===== config.mk =====
export PLATFORM = sky130hd
export DESIGN_NAME = lzbd_seq
export DESIGN_NICKNAME = d
export VERILOG_FILES = /design/src/sv/lzbd_pkg.sv /design/src/sv/lzbd_seq.sv
export VERILOG_INCLUDE_DIRS = /design/src /design/src/sv
export SDC_FILE = /design/constraint.sdc
export NUM_CORES = 1
export LEC_CHECK = 0
export BUFFER_PORTS_ARGS = -buffer_cell sky130_fd_sc_hd__buf_2
export CAP_MARGIN = 20
export CORE_MARGIN = 5
export CORE_UTILIZATION = 40
export DETAILED_ROUTE_END_ITERATION = 10
export GPL_ROUTABILITY_DRIVEN = 0
export PLACE_DENSITY = 0.62
export SLEW_MARGIN = 15
export SYNTH_ARGS = -nofsm -noshare
export SYNTH_HDL_FRONTEND = slang
export SYNTH_SLANG_ARGS = --single-unit

===== constraint.sdc =====
create_clock -name clock -period 4.6 [get_ports clock]
set_clock_uncertainty 0.15 [all_clocks]
set_input_delay 0.46 -clock clock [delete_from_list [all_inputs] [get_ports clock]]
set_output_delay 0.46 -clock clock [all_outputs]
set_load 0.03 [all_outputs]

===== src/sv/lzss_bitstream_decompressor_assert.svh =====
// Assertion macros for the LZSS bitstream decompressor.
// Expects signals named clock and reset in the module that uses them.
`ifndef LZSS_BITSTREAM_DECOMPRESSOR_ASSERT_SVH
`define LZSS_BITSTREAM_DECOMPRESSOR_ASSERT_SVH

// Same-cycle implication, off during reset
`define LZBD_ASSERT_IMPLY(lbl, ante, cons, msg) \
   lbl: assert property (@(posedge clock) disable iff (reset) (ante) |-> (cons)) \
      else $error(msg);

// Next-cycle implication, off during reset
`define LZBD_ASSERT_NEXT(lbl, ante, cons, msg) \
   lbl: assert property (@(posedge clock) disable iff (reset) (ante) |=> (cons)) \
      else $error(msg);

`endif


===== src/sv/lzbd_pkg.sv =====
// Shared types, constants and helpers of the LZSS bitstream decompressor.
// No dependencies.
package lzbd_pkg;

   localparam int DICT_SIZE  = 4096;
   localparam int DICT_AW    = $clog2(DICT_SIZE);
   localparam int FILL_W     = DICT_AW + 1;
   localparam int ACC_W      = 24;
   localparam int AVAIL_W    = 5;
   localparam int LIT_BITS   = 9;
   localparam int COPY_BITS  = 17;
   localparam int TOTAL_W    = 24;
   localparam int LEN_W      = 4;
   localparam int REMAIN_W   = LEN_W + 1;

   typedef struct packed {
      logic               rd_en;
      logic [DICT_AW-1:0] rd_addr;
      logic               wr_en;
      logic [7:0]         wr_data;
   } dict_req_type;

   typedef struct packed {
      logic [7:0]         out_byte;
      logic               byte_valid;
      logic               last;
      logic               stream_end;
      logic [TOTAL_W-1:0] total_bytes;
   } result_type;

   // True when the pending bits (right-aligned, oldest highest) hold a whole token
   function automatic logic token_complete(input logic [ACC_W-1:0] acc,
                                           input logic [AVAIL_W-1:0] avail);
      logic flag;
      logic ok;
      flag = 1'b0;
      ok   = 1'b0;
      if (avail != '0) begin
         flag = acc[avail - AVAIL_W'(1)];
         ok   = flag ? (avail >= AVAIL_W'(LIT_BITS)) : (avail >= AVAIL_W'(COPY_BITS));
      end
      return ok;
   endfunction

endpackage


===== src/sv/lzbd_seq.sv =====
// Bit parser and copy sequencer of the decompressor: splits tokens out of the
// bit stream and drives the history memory. Depends on lzbd_pkg and the assert header.
`include "lzss_bitstream_decompressor_assert.svh"

module lzbd_seq #(
   parameter int COUNT_WIDTH = 24
) (
   input  logic                   clock,
   input  logic                   reset,
   input  logic                   in_valid,
   input  logic [7:0]             in_byte,
   output logic                   in_ready,
   input  logic                   emit_ok,
   output logic                   res_valid,
   output lzbd_pkg::result_type   res,
   output lzbd_pkg::dict_req_type dict_req,
   input  logic [7:0]             dict_data
);
   import lzbd_pkg::*;

   localparam logic [1:0] ST_IDLE   = 2'd0;
   localparam logic [1:0] ST_DECODE = 2'd1;
   localparam logic [1:0] ST_READ   = 2'd2;
   localparam logic [1:0] ST_EMIT   = 2'd3;

   logic [1:0]             state_ff, state_in;
   logic [ACC_W-1:0]       acc_ff, acc_in;
   logic [AVAIL_W-1:0]     avail_ff, avail_in;
   logic [DICT_AW-1:0]     src_ff, src_in;
   logic [REMAIN_W-1:0]    remain_ff, remain_in;
   logic                   finished_ff, finished_in;
   logic [COUNT_WIDTH-1:0] count_ff, count_in;

   logic [ACC_W-1:0]             top;
   logic                         flag;
   logic [7:0]                   lit;
   logic [DICT_AW-1:0]           offs;
   logic [LEN_W-1:0]             len;
   logic [AVAIL_W-1:0]           rest_lit, rest_copy;
   logic [COUNT_WIDTH-1:0]       count_inc;
   logic [COUNT_WIDTH+TOTAL_W-1:0] count_ext;
   logic                         end_taken;

   // oldest pending bit moved to the top
   assign top       = acc_ff << (AVAIL_W'(ACC_W) - avail_ff);
   assign flag      = top[ACC_W-1];
   assign lit       = top[ACC_W-2 -: 8];
   assign offs      = top[ACC_W-2 -: DICT_AW];
   assign len       = top[ACC_W-2-DICT_AW -: LEN_W];
   assign rest_lit  = avail_ff - AVAIL_W'(LIT_BITS);
   assign rest_copy = avail_ff - AVAIL_W'(COPY_BITS);
   assign count_inc = (count_ff == '1) ? count_ff : count_ff + COUNT_WIDTH'(1);
   assign count_ext = {{TOTAL_W{1'b0}}, count_ff};

   always_comb begin
      state_in    = state_ff;
      acc_in      = acc_ff;
      avail_in    = avail_ff;
      src_in      = src_ff;
      remain_in   = remain_ff;
      finished_in = finished_ff;
      count_in    = count_ff;
      in_ready    = (state_ff == ST_IDLE);
      res_valid   = 1'b0;
      res         = '0;
      dict_req    = '0;
      end_taken   = 1'b0;

      case (state_ff)
         ST_IDLE: begin
            // once finished, items are taken and dropped
            if (in_valid && !finished_ff) begin
               acc_in   = {acc_ff[ACC_W-9:0], in_byte};
               avail_in = avail_ff + AVAIL_W'(8);
               state_in = ST_DECODE;
            end
         end
         ST_DECODE: begin
            if (avail_ff == '0) begin
               state_in = ST_IDLE;
            end else if (flag) begin
               if (avail_ff < AVAIL_W'(LIT_BITS)) begin
                  state_in = ST_IDLE;
               end else begin
                  res_valid      = 1'b1;
                  res.out_byte   = lit;
                  res.byte_valid = 1'b1;
                  res.last       = !token_complete(acc_ff, rest_lit);
                  if (emit_ok) begin
                     dict_req.wr_en   = 1'b1;
                     dict_req.wr_data = lit;
                     avail_in         = rest_lit;
                     count_in         = count_inc;
                  end
               end
            end else if (avail_ff < AVAIL_W'(COPY_BITS)) begin
               state_in = ST_IDLE;
            end else if (offs == '0) begin
               // end marker: trailing bits are dropped
               res_valid       = 1'b1;
               res.last        = 1'b1;
               res.stream_end  = 1'b1;
               res.total_bytes = count_ext[TOTAL_W-1:0];
               if (emit_ok) begin
                  end_taken   = 1'b1;
                  finished_in = 1'b1;
                  avail_in    = '0;
                  state_in    = ST_IDLE;
               end
            end else begin
               src_in    = offs;
               remain_in = {1'b0, len} + REMAIN_W'(1);
               avail_in  = rest_copy;
               state_in  = ST_READ;
            end
         end
         ST_READ: begin
            dict_req.rd_en   = 1'b1;
            dict_req.rd_addr = src_ff;
            state_in         = ST_EMIT;
         end
         ST_EMIT: begin
            // the previous write has landed before this entry was read,
            // so overlapping copies see their own output
            res_valid      = 1'b1;
            res.out_byte   = dict_data;
            res.byte_valid = 1'b1;
            res.last       = (remain_ff == '0) && !token_complete(acc_ff, avail_ff);
            if (emit_ok) begin
               dict_req.wr_en   = 1'b1;
               dict_req.wr_data = dict_data;
               count_in         = count_inc;
               src_in           = src_ff + DICT_AW'(1);
               if (remain_ff == '0) begin
                  state_in = ST_DECODE;
               end else begin
                  remain_in = remain_ff - REMAIN_W'(1);
                  state_in  = ST_READ;
               end
            end
         end
         default: begin
            state_in = ST_IDLE;
         end
      endcase
   end

   always_ff @(posedge clock) begin
      if (reset) begin
         state_ff    <= ST_IDLE;
         acc_ff      <= '0;
         avail_ff    <= '0;
         finished_ff <= 1'b0;
         count_ff    <= '0;
      end else begin
         state_ff    <= state_in;
         acc_ff      <= acc_in;
         avail_ff    <= avail_in;
         finished_ff <= finished_in;
         count_ff    <= count_in;
      end
   end

   always_ff @(posedge clock) begin
      src_ff    <= src_in;
      remain_ff <= remain_in;
   end

   `LZBD_ASSERT_IMPLY(a_idle_pending, state_ff == ST_IDLE, avail_ff <= AVAIL_W'(16), "more than 16 bits pending while idle")
   `LZBD_ASSERT_IMPLY(a_no_rw_same, dict_req.rd_en, !dict_req.wr_en, "history read and write in one cycle")
   `LZBD_ASSERT_IMPLY(a_emit_order, state_ff == ST_EMIT, $past(state_ff) == ST_READ || $past(state_ff) == ST_EMIT, "copy emit without a read")
   `LZBD_ASSERT_NEXT(a_end_sticks, end_taken, finished_ff && state_ff == ST_IDLE, "end marker did not stop decoding")

endmodule


==> impl_metrics.yaml, run 1 <==
final_layout:
  nets: 807
  num_antenna_cells: 0
  fillers: 1451
  final_layout_size_suffix_gt1_frac: 0.216
  fin_util: 0.462
  area_delta_synth_final_pct: 14.4
  finalNonFillerCells: 965
setup_path:
  worstPathRequired_ns: 3.99
  cp-start-kind: "flip-flop"
  r2r_start: "avail_ff[1]"
  path_max_fanout: 46
  cp.arrival_ns: 3.80
  r2r_end: "remain_ff[2]"
  r2r_slack_ns: 0.62
  r2r_cells: 12
  critPathKind: "flip-flop to output pin"
  crit_path_end_kind: "output pin"
synthesis:
  synth_area_leaders: "dfxtp_1 19%, edfxtp_1 8.8%, nand2_1 6.1%, and2_1 5.6%, a21oi_1 4.7%"
  synth_edf_count: 17
  ys_seq_area_frac: 0.280
  synthArstFlopShare: 0
  syn_area_per_cell_um2: 8.13
  syn-cell-area_um2: 5820
  postSynthCellCount: 716
  synth_top_area_cell: "dfxtp_1"
  synth-seq-cells: 73
  syn_nets: 747
  yosys.cell_types.count: 76
  synth.most_common_cell: "nand2_1"
  synth_warnings: 0
  netlist.area_leader.share: 0.193
  ys.flop_type: "dfxtp_1"
  synth_common_cells: "94 x nand2_1, 61 x nor2_1, 56 x dfxtp_1, 55 x a21oi_1, 52 x and2_1"
clocking:
  htreeDepth: 3
  cts-buffers-inserted: 9
  ctsResizeCount: 0
  cts_hold_buf: 0
  clk_latency_ns: 0.35
  cts_post_setup_buffers_inserted: 0
  cts_num_sinks: 73
  ctsLongestPathBuffers: 2
  clk_pin_slew_ns: 0.06
  cts_tree: "yes"
  cts-root-buf: "clkbuf_16"
grt:
  grt_pass1_vias: 5108
  grtUsageTotal: 0.191
  grt_start_max_net_pins: 59
  antenna_found_initial: 0
  grt_overflow_total: 0
  grt_pass1_wl_mm: 26.1
timing:
  rsz0062_at_grt: "false"
  worst_pin_slew_ns: 0.894
  fin_ws_ns: 0.190
  fin_setup_tns_ns: 0
  post-route-min-period_ns: 4.41
  maxSlewViolCount: 0
  maxClockFrequency_mhz: 227
  slew_headroom: 0.403
  setup_viol: 0
  holdWs_ns: 0.204
  hold_viol_final: 0
  min_period_over_period: 0.959
power:
  power.leakage_nw: 2.55
  ir_drop_uv: 148
  p_per_area_nw_per_um2: 238
die:
  die_h_um: 131
  boundaryPins: 79
  row_count: 44
  core_um2: 14400
  floorplan.initialDensity: 0.404
  fp.dieW_um: 131
  die_area_um2: 17100
drt:
  avgRoutedWirePerCell_um: 17.1
  drc: 0
  vias_per_cell: 5.74
  ant_nets: 0
  drt_wl_total_mm: 16.5
  dr.pass1.iters: 5
  drtIter0Drc: 332
  num_vias: 5538
worst_hold_path:
  whs_endpoint: "acc_ff[3]"
  hold_start: "in_byte[3]"
  hp-class: "input port to flip-flop"
  min_path_cells: 3
placement:
  portBuffers: 78
  dp_hpwl_mm: 12.2
  pre_cts_ws_ns: 0.397
  dp.cells: 948
job:
  drv_cap: 0
status:
  outcome: "finished clean"
[critical path: stages, from the launching register on]
cell       delay, ns
dfxtp_1         0.31
buf_4           0.29
or3_4           0.49
a22oi_1         0.40
a211oi_1        0.09
a2111oi_1       0.60
o21ai_1         0.18
nor4_4          0.27
buf_4           0.22
nand3_1         0.08
o21ai_0         0.09
a41o_1          0.22
buf_2           0.21
[layer usage]
layer	wire [um]	global-route usage	vias up	part of all wire
li1	-	-	2689	-
met2	7180	0.284	199	0.44
met5	0	0	-	0
met4	553	0.0901	0	0.034
met3	1140	0.0362	43	0.069
met1	7600	0.267	2607	0.46
[state kept, by name, summed over array words and instances, names as in the netlist]
| signal | flops |
|---|---|
| finished_ff | 1 |
| state_ff | 2 |
| acc_ff | 24 |
| src_ff | 12 |
| remain_ff | 5 |
| count_ff | 24 |
| avail_ff | 5 |
[placed cells by master (no fill, tap or decap), drive strengths merged, types with 5 or more instances in the layout]
cell	n
nand2	94
a211oi	6
and3	10
inv	18
or3	10
mux2	22
buf	99
xnor2	30
mux4	12
nand2b	5
nor2	61
nand3	21
o21ai	43
nor2b	6
mux2i	25
nor3	26
clkbuf	9
ha	11
nand4	12
a31oi	7
o31ai	5
and2	52
a21oi	55
edfxtp	17
xor2	9
dfxtp	56
[per-stage QoR]
step,instance area [um2],power [mW]
after floorplan,5820,0.861
after global placement,6310,0.920
after global routing,6660,1.65
after detailed placement,6310,0.927
after CTS,6590,1.59
final,6660,1.59
[power by group]
group	switching, mW	internal (mW)
clock network	0.291	0.370
logic	0.148	0.0872
registers	0.0253	0.665
[how the worst max path moves through the flow]
| stage | from | end | slack [ns] | depth (start not counted) |
|---|---|---|---|---|
| 2_1_floorplan | avail_ff[0] | res_valid | 0.02 | 14 |
| 3_3_place_gp | avail_ff[1] | res[25] | 0.42 | 15 |
| 3_5_place_dp | avail_ff[1] | res[13] | 0.40 | 13 |
| 4_1_cts | avail_ff[1] | res[13] | 0.002 | 13 |
| 5_1_grt | avail_ff[1] | res[25] | 0.04 | 15 |
| 6_report | avail_ff[0] | res[25] | 0.19 | 12 |
[final cells by class]
class | count | area (um2) | share of cell area
repair buffers | 99 | 564 | 0.0847
well taps | 184 | 230 | 0.0345
multi-input cells | 578 | 3900 | 0.585
clock inverters | 7 | 53.8 | 0.00807
flip-flops and latches | 73 | 1630 | 0.245
inverters | 15 | 56.3 | 0.00845
clock buffers | 9 | 225 | 0.0338
[kinds of logic (layout without fill, tap and decap cells)]
| logic type | after synthesis | count (layout) | share of synthesized area |
|---|---|---|---|
| AND/OR/NAND/NOR | 313 | 313 | 0.266 |
| XOR/XNOR | 39 | 39 | 0.0632 |
| AO/OA/AOI/OAI | 156 | 156 | 0.175 |
| buffers and inverters | 65 | 130 | 0.0589 |
| flip-flops | 73 | 73 | 0.280 |
| adder cells (fa/ha/maj) | 11 | 11 | 0.0236 |
| multiplexers | 59 | 59 | 0.133 |
(Power assumes the default switching activity.)
==> run 2, diff against run 1 <==
--- a/config.mk
+++ b/config.mk
@@ -12,7 +12,7 @@
 export CORE_UTILIZATION = 40
 export DETAILED_ROUTE_END_ITERATION = 10
 export GPL_ROUTABILITY_DRIVEN = 0
-export PLACE_DENSITY = 0.62
+export PLACE_DENSITY = 0.6
 export SLEW_MARGIN = 15
 export SYNTH_ARGS = -nofsm -noshare
 export SYNTH_HDL_FRONTEND = slang
==> constraint.sdc (replaced) <==
create_clock -name clock -period 5.3 [get_ports clock]
set_clock_uncertainty 0.15 [all_clocks]
set_input_delay 0.53 -clock clock [delete_from_list [all_inputs] [get_ports clock]]
set_output_delay 0.53 -clock clock [all_outputs]
set_load 0.03 [all_outputs]
==> run 2 against run 1 <==
Effect of this change: sequential cell count unchanged; sequential share of layout area up 0.20 points; routed wire length fell by 2.7%; worst hold slack gained 0.071 ns; die area unchanged; global-route usage down 0.53 points; critical path type unchanged; largest cell class unchanged; highest routed layer unchanged.
==> impl_metrics.yaml, run 2 (synthesized netlist as in run 1, its figures left out) <==
placement:
  portBuffers: 78
  dp_hpwl_mm: 12.0
  dpl_cell_area_um2: 6270
clocking:
  cts_hold_buf: 0
  ctsLongestPathBuffers: 2
  htreeDepth: 3
  cts_tree: "yes"
  clk_pin_slew_ns: 0.06
  clk_latency_ns: 0.35
  cts-buffers-inserted: 9
  cts_num_sinks: 73
  cts-root-buf: "clkbuf_16"
timing:
  hold_viol_final: 0
  rsz0062_at_grt: "false"
  min_period_over_period: 0.926
  post-route-min-period_ns: 4.91
  maxSlewViolCount: 0
  maxClockFrequency_mhz: 204
  fin_setup_tns_ns: 0
  worst_pin_slew_ns: 1.05
  slew_headroom: 0.298
  setup_viol: 0
worst_hold_path:
  hold_start: "in_byte[7]"
  hp-class: "input port to flip-flop"
setup_path:
  critPathLaunch: "avail_ff[1]"
  crit_path_end_kind: "output pin"
  cp.arrival_ns: 4.23
  path_max_fanout: 15
  cp-start-kind: "flip-flop"
  r2r_start: "avail_ff[1]"
  critPathKind: "flip-flop to output pin"
  worstPathRequired_ns: 4.62
final_layout:
  fillers: 1481
  final_layout_size_suffix_gt1_frac: 0.210
  seq_area_um2: 1630
  final_area_um2: 6610
  fin_util: 0.458
  top_regs: "acc_ff (24), count_ff (24), src_ff (12)"
  nets: 801
  multi_input_area_um2: 3870
  area_delta_synth_final_pct: 13.5
  num_antenna_cells: 0
  layout_common_cells: "94 x nand2_1, 78 x buf_2, 61 x nor2_1"
  final_common_cell: "nand2_1"
die:
  boundaryPins: 79
  fp.dieW_um: 131
  die_h_um: 131
  row_count: 44
  floorplan.initialDensity: 0.404
  die_area_um2: 17100
  core_um2: 14400
power:
  p_per_area_nw_per_um2: 217
  power_mw: 1.44
  power.leakage_nw: 2.52
  ir_drop_uv: 151
drt:
  drc: 0
  num_vias: 5367
  dr.pass1.iters: 6
  avgRoutedWirePerCell_um: 16.7
  drtIter0Drc: 467
  ant_nets: 0
  vias_per_cell: 5.60
  drt_wl_total_mm: 16.0
grt:
  antenna_found_initial: 0
  grt_pass1_wl_mm: 25.5
  grt_start_max_net_pins: 59
  grt_overflow_total: 0
  grtUsageTotal: 0.185
  grt_pass1_vias: 4925
job:
  drv_cap: 0
status:
  outcome: "finished clean"
## run 2: routing by layer
metal	up-vias	GRT usage	routed length (um)
met1	2508	0.261	7440
met2	168	0.289	7220
li1	2669	-	-
met4	0	0.0526	272
met5	-	0	0
met3	22	0.0382	1090
## run 2: path summary, 6_finish.rpt
path | to | slack (ns) | cells after the start
hold reg to reg | acc_ff[23] | 0.31 | 2
setup / recovery | res[25] | 0.39 | 13
hold / removal | acc_ff[7] | 0.28 | 3
setup reg to reg | remain_ff[0] | 1.07 | 12
## run 2: through the flow
step	hold WS, ns	std cells	setup WS (ns)
finish	0.275	959	0.392
global route	0.275	959	0.146
CTS	0.267	959	0.130
detailed placement	0.302	943	0.280
global placement	0.295	943	0.466
floorplan	0.278	716	0.652
## run 2: final cells by class
type | count | share of cell area
clock inverters | 6 | 0.00984
multi-input cells | 578 | 0.586
repair buffers | 93 | 0.0761
well taps | 184 | 0.0348
flip-flops and latches | 73 | 0.247
inverters | 15 | 0.00852
clock buffers | 10 | 0.0379
## run 2: where the power goes
group	leakage, nW	internal (mW)	switching (mW)
clock	0.154	0.393	0.248
combinational	1.75	0.0702	0.126
sequential	0.615	0.577	0.0212
## run 2: timing repair
item / 4_1_cts / 5_1_grt
buffers inserted: 0 / 0
gates resized for setup: 1 / 5
pin swaps: 0 / 0
hold endpoints to repair: 0 / 0
setup endpoints to repair: 25 / 26
## run 2: critical path, stage by stage, from the launching register on
cell      delay, ns
dfxtp_2        0.43
inv_1          0.11
ha_2           0.46
buf_4          0.28
mux2_4         0.34
mux4_2         0.49
a221oi_2       0.40
nand4_1        0.17
nor4_2         0.37
buf_4          0.25
nand3_1        0.08
o21ai_0        0.09
a41o_1         0.21
buf_2          0.21
